**config.mk**
```make
export PLATFORM = sky130hd
export DESIGN_NAME = fronthaul_uplane_deframer
export DESIGN_NICKNAME = d
export VERILOG_FILES = /design/src/design/fud_pkg.sv /design/src/design/fud_front.sv /design/src/design/fud_queue.sv /design/src/design/fronthaul_uplane_deframer.sv
export SDC_FILE = /design/constraint.sdc
export NUM_CORES = 1
export LEC_CHECK = 0
export BUFFER_PORTS_ARGS = -buffer_cell sky130_fd_sc_hd__buf_4
export CAP_MARGIN = 5
export CORE_MARGIN = 2
export CORE_UTILIZATION = 60
export DETAILED_ROUTE_END_ITERATION = 10
export MAX_ROUTING_LAYER = met4
export PLACE_DENSITY = 0.79
export SLEW_MARGIN = 20
export SYNTH_ARGS = -nofsm -noshare
export SYNTH_HDL_FRONTEND = slang
export SYNTH_SLANG_ARGS = --single-unit
```
**constraint.sdc**
```tcl
create_clock -name clk -period 15.5 [get_ports clk]
set_clock_uncertainty 0.2 [all_clocks]
set_input_delay 2.325 -clock clk [delete_from_list [all_inputs] [get_ports clk]]
set_output_delay 2.325 -clock clk [all_outputs]
set_load 0.005 [all_outputs]
```
**src/design/fud_pkg.sv**
```systemverilog
package fud_pkg;

	typedef enum logic [2:0] {
		PH_HEADER = 3'd0,
		PH_SECT   = 3'd1,
		PH_CLEN   = 3'd2,
		PH_PARAM  = 3'd3,
		PH_IQ     = 3'd4
	} phase_t;

	typedef enum logic [2:0] {
		K_HEADER  = 3'd0,
		K_SECTHDR = 3'd1,
		K_CLEN    = 3'd2,
		K_PARAM   = 3'd3,
		K_IQ      = 3'd4,
		K_SDONE   = 3'd5,
		K_STATUS  = 3'd6
	} kind_t;

	localparam logic [2:0] ST_OK       = 3'd0;
	localparam logic [2:0] ST_PARTIAL  = 3'd1;
	localparam logic [2:0] ST_NOSECT   = 3'd2;
	localparam logic [2:0] ST_SHORT    = 3'd3;
	localparam logic [2:0] ST_REJECTED = 3'd4;

	localparam logic [2:0] REG_DIR     = 3'd0;
	localparam logic [2:0] REG_VER     = 3'd1;
	localparam logic [2:0] REG_FMASK   = 3'd2;
	localparam logic [2:0] REG_SYMCNT  = 3'd3;
	localparam logic [2:0] REG_FULLPRB = 3'd4;
	localparam logic [2:0] REG_SWIDTH  = 3'd5;
	localparam logic [2:0] REG_CPARAM  = 3'd6;
	localparam logic [2:0] REG_CLEN    = 3'd7;

	localparam int OUT_W = 81;

	// One result item; packing order follows the master tdata/tlast layout.
	typedef struct packed {
		logic        last_of_run;
		logic [3:0]  filter_number;
		logic [15:0] value;
		logic [8:0]  prb_total;
		logic [9:0]  first_prb;
		logic [1:0]  section_flags;
		logic [11:0] section_number;
		logic [5:0]  symbol_number;
		logic [5:0]  slot_number;
		logic [3:0]  subframe_number;
		logic [7:0]  frame_number;
		logic [2:0]  kind;
	} result_t;

	typedef struct packed {
		logic        dir;
		logic [2:0]  ver;
		logic [15:0] fmask;
		logic [6:0]  symcnt;
		logic [8:0]  fullprb;
		logic [5:0]  iqbytes;
		logic        cparam;
		logic        clen;
	} cfg_t;

	// Up to three results produced by one byte.
	typedef struct packed {
		logic [1:0] count;
		result_t    r2;
		result_t    r1;
		result_t    r0;
	} bundle_t;

endpackage

```
**src/design/fud_front.sv**
```systemverilog
module fud_front
	import fud_pkg::*;
#(
	parameter int MAX_PRB_COUNT = 275
) (
	input  logic    clk,
	input  logic    arst_n,
	input  logic    in_fire,
	input  logic [7:0] b,
	input  logic    eom,
	input  cfg_t    cfg,
	output bundle_t bundle
);

	phase_t      phase_q, phase_d;
	logic [5:0]  pos_q, pos_d;
	logic [8:0]  prbs_q, prbs_d;
	logic [23:0] held_q, held_d;
	logic        seen_q, seen_d;
	logic        drop_q, drop_d;

	result_t     res [3];
	logic [1:0]  n;
	logic [8:0]  full_sat;

	assign full_sat = (32'(cfg.fullprb) > MAX_PRB_COUNT) ?
		9'(MAX_PRB_COUNT) : cfg.fullprb;

	always_comb begin
		logic [7:0] b0, b1, b2;
		logic [3:0] filt;
		logic       ok;
		logic [8:0] cnt;
		logic       do_next;
		logic       partial;
		logic [2:0] status;
		logic [5:0] posn;
		b0 = held_q[23:16];
		b1 = held_q[15:8];
		b2 = held_q[7:0];
		filt = b0[3:0];
		ok = 1'b0;
		cnt = '0;
		do_next = 1'b0;
		partial = 1'b0;
		status = ST_OK;
		posn = '0;
		phase_d = phase_q;
		pos_d = pos_q;
		prbs_d = prbs_q;
		held_d = held_q;
		seen_d = seen_q;
		drop_d = drop_q;
		n = '0;
		for (int i = 0; i < 3; i++) res[i] = '0;

		if (!drop_q) begin
			case (phase_q)
				PH_HEADER, PH_SECT: begin
					if (pos_q >= 6'd3) begin
						pos_d = '0;
						if (phase_q == PH_HEADER) begin
							ok = (b0[7] == cfg.dir) && (b0[6:4] == cfg.ver) &&
								!cfg.fmask[filt] && ({1'b0, b[5:0]} < cfg.symcnt);
							if (!ok) begin
								drop_d = 1'b1;
							end else begin
								phase_d = PH_SECT;
								res[0].kind = K_HEADER;
								res[0].frame_number = b1;
								res[0].subframe_number = b2[7:4];
								res[0].slot_number = {b2[3:0], b[7:6]};
								res[0].symbol_number = b[5:0];
								res[0].filter_number = filt;
								n = 2'd1;
							end
						end else begin
							cnt = (b == 8'd0) ? full_sat : {1'b0, b};
							res[0].kind = K_SECTHDR;
							res[0].section_number = {b0, b1[7:4]};
							res[0].section_flags = {~b1[2], ~b1[3]};
							res[0].first_prb = {b1[1:0], b2};
							res[0].prb_total = cnt;
							n = 2'd1;
							prbs_d = cnt;
							if (cfg.clen) phase_d = PH_CLEN;
							else do_next = 1'b1;
						end
					end else begin
						held_d = {held_q[15:0], b};
						pos_d = pos_q + 6'd1;
					end
				end
				PH_CLEN: begin
					if (pos_q == 6'd0) begin
						held_d = {16'd0, b};
						pos_d = 6'd1;
					end else begin
						res[0].kind = K_CLEN;
						res[0].value = {held_q[7:0], b};
						n = 2'd1;
						do_next = 1'b1;
					end
				end
				PH_PARAM: begin
					res[0].kind = K_PARAM;
					res[0].value = {8'd0, b};
					n = 2'd1;
					pos_d = '0;
					if (cfg.iqbytes == 6'd0) begin
						if (prbs_q != 9'd0) prbs_d = prbs_q - 9'd1;
						do_next = 1'b1;
					end else begin
						phase_d = PH_IQ;
					end
				end
				default: begin
					res[0].kind = K_IQ;
					res[0].value = {8'd0, b};
					n = 2'd1;
					posn = pos_q + 6'd1;
					pos_d = posn;
					if (posn >= cfg.iqbytes) begin
						if (prbs_q != 9'd0) prbs_d = prbs_q - 9'd1;
						do_next = 1'b1;
					end
				end
			endcase

			if (do_next) begin
				pos_d = '0;
				if (prbs_d != 9'd0 && cfg.cparam) begin
					phase_d = PH_PARAM;
				end else if (prbs_d != 9'd0 && cfg.iqbytes != 6'd0) begin
					phase_d = PH_IQ;
				end else begin
					prbs_d = '0;
					seen_d = 1'b1;
					phase_d = PH_SECT;
					res[n].kind = K_SDONE;
					n = n + 2'd1;
				end
			end
		end

		if (eom) begin
			partial = (phase_d != PH_SECT) || (pos_d != 6'd0);
			if (drop_d) status = ST_REJECTED;
			else if (phase_d == PH_HEADER) status = ST_SHORT;
			else if (!seen_d) status = ST_NOSECT;
			else status = partial ? ST_PARTIAL : ST_OK;
			res[n].kind = K_STATUS;
			res[n].value = {13'd0, status};
			n = n + 2'd1;
			phase_d = PH_HEADER;
			pos_d = '0;
			prbs_d = '0;
			held_d = '0;
			seen_d = 1'b0;
			drop_d = 1'b0;
		end

		if (n != 2'd0) res[n - 2'd1].last_of_run = 1'b1;
	end

	always_comb begin
		bundle = '0;
		bundle.count = in_fire ? n : 2'd0;
		bundle.r0 = res[0];
		bundle.r1 = res[1];
		bundle.r2 = res[2];
	end

	always_ff @(posedge clk or negedge arst_n) begin
		if (!arst_n) begin
			phase_q <= PH_HEADER;
			pos_q <= '0;
			prbs_q <= '0;
			held_q <= '0;
			seen_q <= 1'b0;
			drop_q <= 1'b0;
		end else if (in_fire) begin
			phase_q <= phase_d;
			pos_q <= pos_d;
			prbs_q <= prbs_d;
			held_q <= held_d;
			seen_q <= seen_d;
			drop_q <= drop_d;
		end
	end

endmodule

```
**src/design/fud_queue.sv**
```systemverilog
module fud_queue
	import fud_pkg::*;
(
	input  logic    clk,
	input  logic    arst_n,
	input  bundle_t push,
	output logic    has_room,
	output logic    out_valid,
	output result_t out_data,
	input  logic    out_ready
);

	// Eight entries; a byte adds up to three results.
	logic [OUT_W-1:0] mem_q [8];
	logic [2:0] wp_q, rp_q;
	logic [3:0] cnt_q;
	logic       pop;

	assign pop = out_valid && out_ready;
	assign out_valid = cnt_q != 4'd0;
	assign out_data = result_t'(mem_q[rp_q]);
	// Room for a full three-result byte after the current cycle.
	assign has_room = cnt_q <= 4'd5;

	always_ff @(posedge clk) begin
		if (push.count >= 2'd1) mem_q[wp_q] <= push.r0;
		if (push.count >= 2'd2) mem_q[wp_q + 3'd1] <= push.r1;
		if (push.count == 2'd3) mem_q[wp_q + 3'd2] <= push.r2;
	end

	always_ff @(posedge clk or negedge arst_n) begin
		if (!arst_n) begin
			wp_q <= '0;
			rp_q <= '0;
			cnt_q <= '0;
		end else begin
			wp_q <= wp_q + {1'b0, push.count};
			if (pop) rp_q <= rp_q + 3'd1;
			cnt_q <= cnt_q + {2'd0, push.count} - {3'd0, pop};
		end
	end

endmodule

```
**src/design/fronthaul_uplane_deframer.sv**
```systemverilog
// Results are registered in an eight-entry result queue that drives the master
// side. Throughput: one byte per cycle while s_axis_tready is high; a byte can
// yield up to three results, draining one per cycle while m_axis_tready is high.
// The input stalls only while that queue holds more than five results.
// Reset (arst_n low, asynchronous) empties the queue, returns the parser to the
// header phase and loads the register reset values.
module fronthaul_uplane_deframer
	import fud_pkg::*;
#(
	parameter int MAX_PRB_COUNT = 275
) (
	input  logic        clk,
	input  logic        arst_n,
	input  logic        s_axis_tvalid,
	output logic        s_axis_tready,
	input  logic [7:0]  s_axis_tdata,  // data_byte
	input  logic        s_axis_tlast,  // end_of_message
	output logic        m_axis_tvalid,
	input  logic        m_axis_tready,
	// kind, frame_number, subframe_number, slot_number, symbol_number,
	// section_number, section_flags, first_prb, prb_total, value, filter_number
	output logic [79:0] m_axis_tdata,
	output logic        m_axis_tlast,  // last_of_run
	input  logic        cfg_valid,
	output logic        cfg_ready,
	input  logic [2:0]  cfg_index,
	input  logic [15:0] cfg_data
);

	logic        dir_q, cparam_q, clen_q;
	logic [2:0]  ver_q;
	logic [15:0] fmask_q;
	logic [6:0]  symcnt_q;
	logic [8:0]  fullprb_q;
	logic [4:0]  swidth_q;
	cfg_t        cfg;
	bundle_t     bundle;
	result_t     res;
	logic        room, in_fire;

	assign cfg_ready = 1'b1;

	always_ff @(posedge clk or negedge arst_n) begin
		if (!arst_n) begin
			dir_q <= 1'b0;
			ver_q <= 3'd1;
			fmask_q <= 16'hff00;
			symcnt_q <= 7'd14;
			fullprb_q <= 9'd273;
			swidth_q <= 5'd9;
			cparam_q <= 1'b1;
			clen_q <= 1'b0;
		end else if (cfg_valid) begin
			case (cfg_index)
				REG_DIR:     dir_q <= cfg_data[0];
				REG_VER:     ver_q <= cfg_data[2:0];
				REG_FMASK:   fmask_q <= cfg_data;
				REG_SYMCNT:  symcnt_q <= cfg_data[6:0];
				REG_FULLPRB: fullprb_q <= cfg_data[8:0];
				REG_SWIDTH:  swidth_q <= cfg_data[4:0];
				REG_CPARAM:  cparam_q <= cfg_data[0];
				REG_CLEN:    clen_q <= cfg_data[0];
				default:     ;
			endcase
		end
	end

	always_comb begin
		logic [4:0] w;
		w = (swidth_q > 5'd16) ? 5'd16 : swidth_q;
		cfg.dir = dir_q;
		cfg.ver = ver_q;
		cfg.fmask = fmask_q;
		cfg.symcnt = symcnt_q;
		cfg.fullprb = fullprb_q;
		cfg.iqbytes = {1'b0, w} + {w, 1'b0};
		cfg.cparam = cparam_q;
		cfg.clen = clen_q;
	end

	assign s_axis_tready = room;
	assign in_fire = s_axis_tvalid && room;

	fud_front #(.MAX_PRB_COUNT(MAX_PRB_COUNT)) u_front (
		.clk(clk), .arst_n(arst_n), .in_fire(in_fire), .b(s_axis_tdata),
		.eom(s_axis_tlast), .cfg(cfg), .bundle(bundle)
	);

	fud_queue u_queue (
		.clk(clk), .arst_n(arst_n), .push(bundle), .has_room(room),
		.out_valid(m_axis_tvalid), .out_data(res), .out_ready(m_axis_tready)
	);

	assign m_axis_tdata = {res.filter_number, res.value, res.prb_total,
		res.first_prb, res.section_flags, res.section_number, res.symbol_number,
		res.slot_number, res.subframe_number, res.frame_number, res.kind};
	assign m_axis_tlast = res.last_of_run;

endmodule
```
==> results.sh <==
export IMPL_grt_util_met3=0.0655
export IMPL_rsz0062_at_grt="no"
export IMPL_clock_latency_ns=0.63
export IMPL_drt_iter0_drc=2712
export IMPL_async_reset_ff_frac=0.130
export IMPL_io_pins=117
export IMPL_syn_avg_cell_area_um2=13.7
export IMPL_synth_warnings=0
export IMPL_instances_no_fill=3395
export IMPL_synth_seq_cells=745
export IMPL_grt_pass1_vias=22940
export IMPL_die_h_um=244
export IMPL_use_met1=0.432
export IMPL_status="finished clean"
export IMPL_vias_per_cell=6.69
export IMPL_final_util=0.680
export IMPL_path_class="reg2reg"
export IMPL_drv_slew=0
export IMPL_synth_edf_count=648
export IMPL_wl_um=97100
export IMPL_track_usage=0.339
export IMPL_max_slew_margin=0.220
export IMPL_grt_overflow=0
export IMPL_crit_path_end_kind="flip-flop"
export IMPL_critPathArrivalTime_ns=10.12
export IMPL_fp_row_count=87
export IMPL_max_freq_mhz=99.2
export IMPL_worst_path_buf_inv=5
export IMPL_grt_pass1_wl_um=144000
export IMPL_wl_per_cell_um=28.6
export IMPL_cts_tree="done"
export IMPL_syn2layout_area_growth_pct=11.5
export IMPL_drive_gt1_frac=0.232
export IMPL_hold_viol=0
export IMPL_critPathMaxFanout=45
export IMPL_die_x_um=244
export IMPL_crit_family="compound AO/OA/AOI/OAI gates"
export IMPL_path_clk_slew_ns=0.06
export IMPL_layout_common_cells="nor2_1 (659), edfxtp_1 (648), mux4_2 (166), buf_4 (155), mux2_2 (130)"
export IMPL_powerDensity_nw_per_um2=188
export IMPL_grt_max_degree=77
export IMPL_post_cts_resized=0
export IMPL_tns_ns=0
export IMPL_synth_area_leaders="edfxtp_1 (56%), mux4_2 (11%), nor2_1 (7.2%)"
export IMPL_cts_setup_buffers=0
export IMPL_crit_path_frequent_cell="ha_1"
export IMPL_slowest_delay_ns=0.76
export IMPL_fillers=3753
export IMPL_top_usage_layer="met2"
export IMPL_cts_buffers=75
export IMPL_synth_nets=2586
export IMPL_syn_cell_area_um2=34500
export IMPL_setup_violations=0
export IMPL_ys_types=78
export IMPL_via_count=22722
export IMPL_ys_seq_area_frac=0.635
export IMPL_antenna_found_initial=1
export IMPL_gp_congestion=0.918
export IMPL_die_area_um2=59400
export IMPL_ys_dominant_reg_cell="edfxtp_1"
export IMPL_post_route_period_util=0.650
export IMPL_dr_pass1_iters=6
export IMPL_place_hpwl_um=58800
export IMPL_use_met2=0.551
export IMPL_hold_buffers=0
export IMPL_irDropWorstVdd_v=0.000143
export IMPL_worstPathRequired_ns=15.54
export IMPL_syn_instance_count=2520
export IMPL_leakage_uw=0.0148
export IMPL_ant_nets=0
export IMPL_clkSinkCount=745
export IMPL_worst_pin_slew_ns=1.17
export IMPL_numPlacedInstances=3262
export IMPL_ctsHtreeMaxLevel=3
export IMPL_synth_top_area_share=0.564
export IMPL_final_common_cell="nor2_1"
export IMPL_layout_nets=2649
export IMPL_hp_class="reg2reg"
export IMPL_fin_crit_ns=10.08
export IMPL_start_util=0.609
export IMPL_drv_cap=0
export IMPL_critPathSlowestCell="o21ai_4"
export IMPL_synth_top_area_cell="edfxtp_1"
export IMPL_startpoint_type="flip-flop"
export IMPL_port_buffers=115
export IMPL_root_buffer="clkbuf_16"
export IMPL_clock_path_buffers=3
export IMPL_coreArea_um2=56600
export IMPL_drc=0
[Yosys cell counts (all sizes together), types with 9 or more instances]
master	number
o22ai	25
clkbuf	83
dfstp	18
nand2b	14
inv	38
mux2	130
and3	9
edfxtp	648
a22o	35
xnor2	13
mux2i	12
nor2	660
buf	86
a21oi	36
o221ai	16
o21ai	68
a31oi	13
and2	11
ha	31
nor4	11
a22oi	11
nand3	21
dfrtp	79
nor3	29
nor2b	9
mux4	166
nand2	129
[final timing paths]
| kind | start | end | slack (ns) | depth (start not counted) |
|---|---|---|---|---|
| max | swidth_q[4] | u_queue.mem_q[4][80] | 5.42 | 31 |
| min | fmask_q[6] | fmask_q[6] | 0.30 | 1 |
| max reg2reg | swidth_q[4] | u_queue.mem_q[4][80] | 5.42 | 31 |
| min reg2reg | fmask_q[6] | fmask_q[6] | 0.30 | 1 |
| max in group asynchronous | arst_n | u_front.held_q[22] | 12.40 | 2 |
| min in group asynchronous | arst_n | swidth_q[1] | 1.45 | 1 |
[where the power goes]
part	internal, uW	total (uW)	switching (uW)
clock network	1030	1800	772
logic	1150	2560	1420
registers	2570	2860	289
total	4750	7230	2480
[area by class of cell]
class / instances / area (um^2) / area share
tap: 756 / 946 / 0.0246
multi-input combinational: 1566 / 11900 / 0.309
inverter: 40 / 150 / 0.00390
sequential: 745 / 21900 / 0.570
clock buffer: 90 / 1950 / 0.0508
timing repair buffer: 155 / 1160 / 0.0302
clock inverter: 42 / 460 / 0.0120
antenna: 1 / 2.50 / 0.0000650
[logic make-up (layout without fill, tap and decap cells)]
| group | Yosys count | count (layout) | share of synthesized area |
|---|---|---|---|
| AOI/OAI and AO/OA | 277 | 277 | 0.0555 |
| other | 1 | 2 | 0.000109 |
| DFF | 745 | 745 | 0.635 |
| adders and majority gates | 33 | 33 | 0.0124 |
| muxes | 308 | 308 | 0.154 |
| xor gates and xnor gates | 19 | 19 | 0.00482 |
| buffers and inverters | 209 | 327 | 0.0264 |
| and+or+nand+nor | 928 | 928 | 0.111 |
[stage by stage]
stage	hold WS (ns)	instance area [um^2]	total power (uW)	worst slack [ns]
floorplan	0.271	34500	4420	4.39
global placement	0.288	36000	5400	5.61
detailed placement	0.295	36000	5440	5.54
CTS	0.309	38500	7220	5.45
global route	0.329	38500	7490	4.72
finish	0.305	38500	7230	5.42
[routing by layer]
metal  wire, um  vias up  share of wire
met5          0        -              0
met4       3280        0          0.034
met3      10300      207           0.11
met2      48700     1518           0.50
met1      34800    11485           0.36
li1           -     9512              -
[sequential cells by signal (all words and copies together), names as in the netlist]
register / cells
u_queue.mem_q: 648
dir_q: 1
swidth_q: 5
u_front.pos_q: 6
u_queue.cnt_q: 4
u_front.seen_q: 1
u_front.drop_q: 1
fmask_q: 16
u_front.phase_q: 3
u_queue.rp_q: 3
u_front.prbs_q: 9
ver_q: 3
fullprb_q: 9
u_queue.wp_q: 3
u_front.held_q: 24
cparam_q: 1
symcnt_q: 7
clen_q: 1
(Power assumes the default switching activity.)
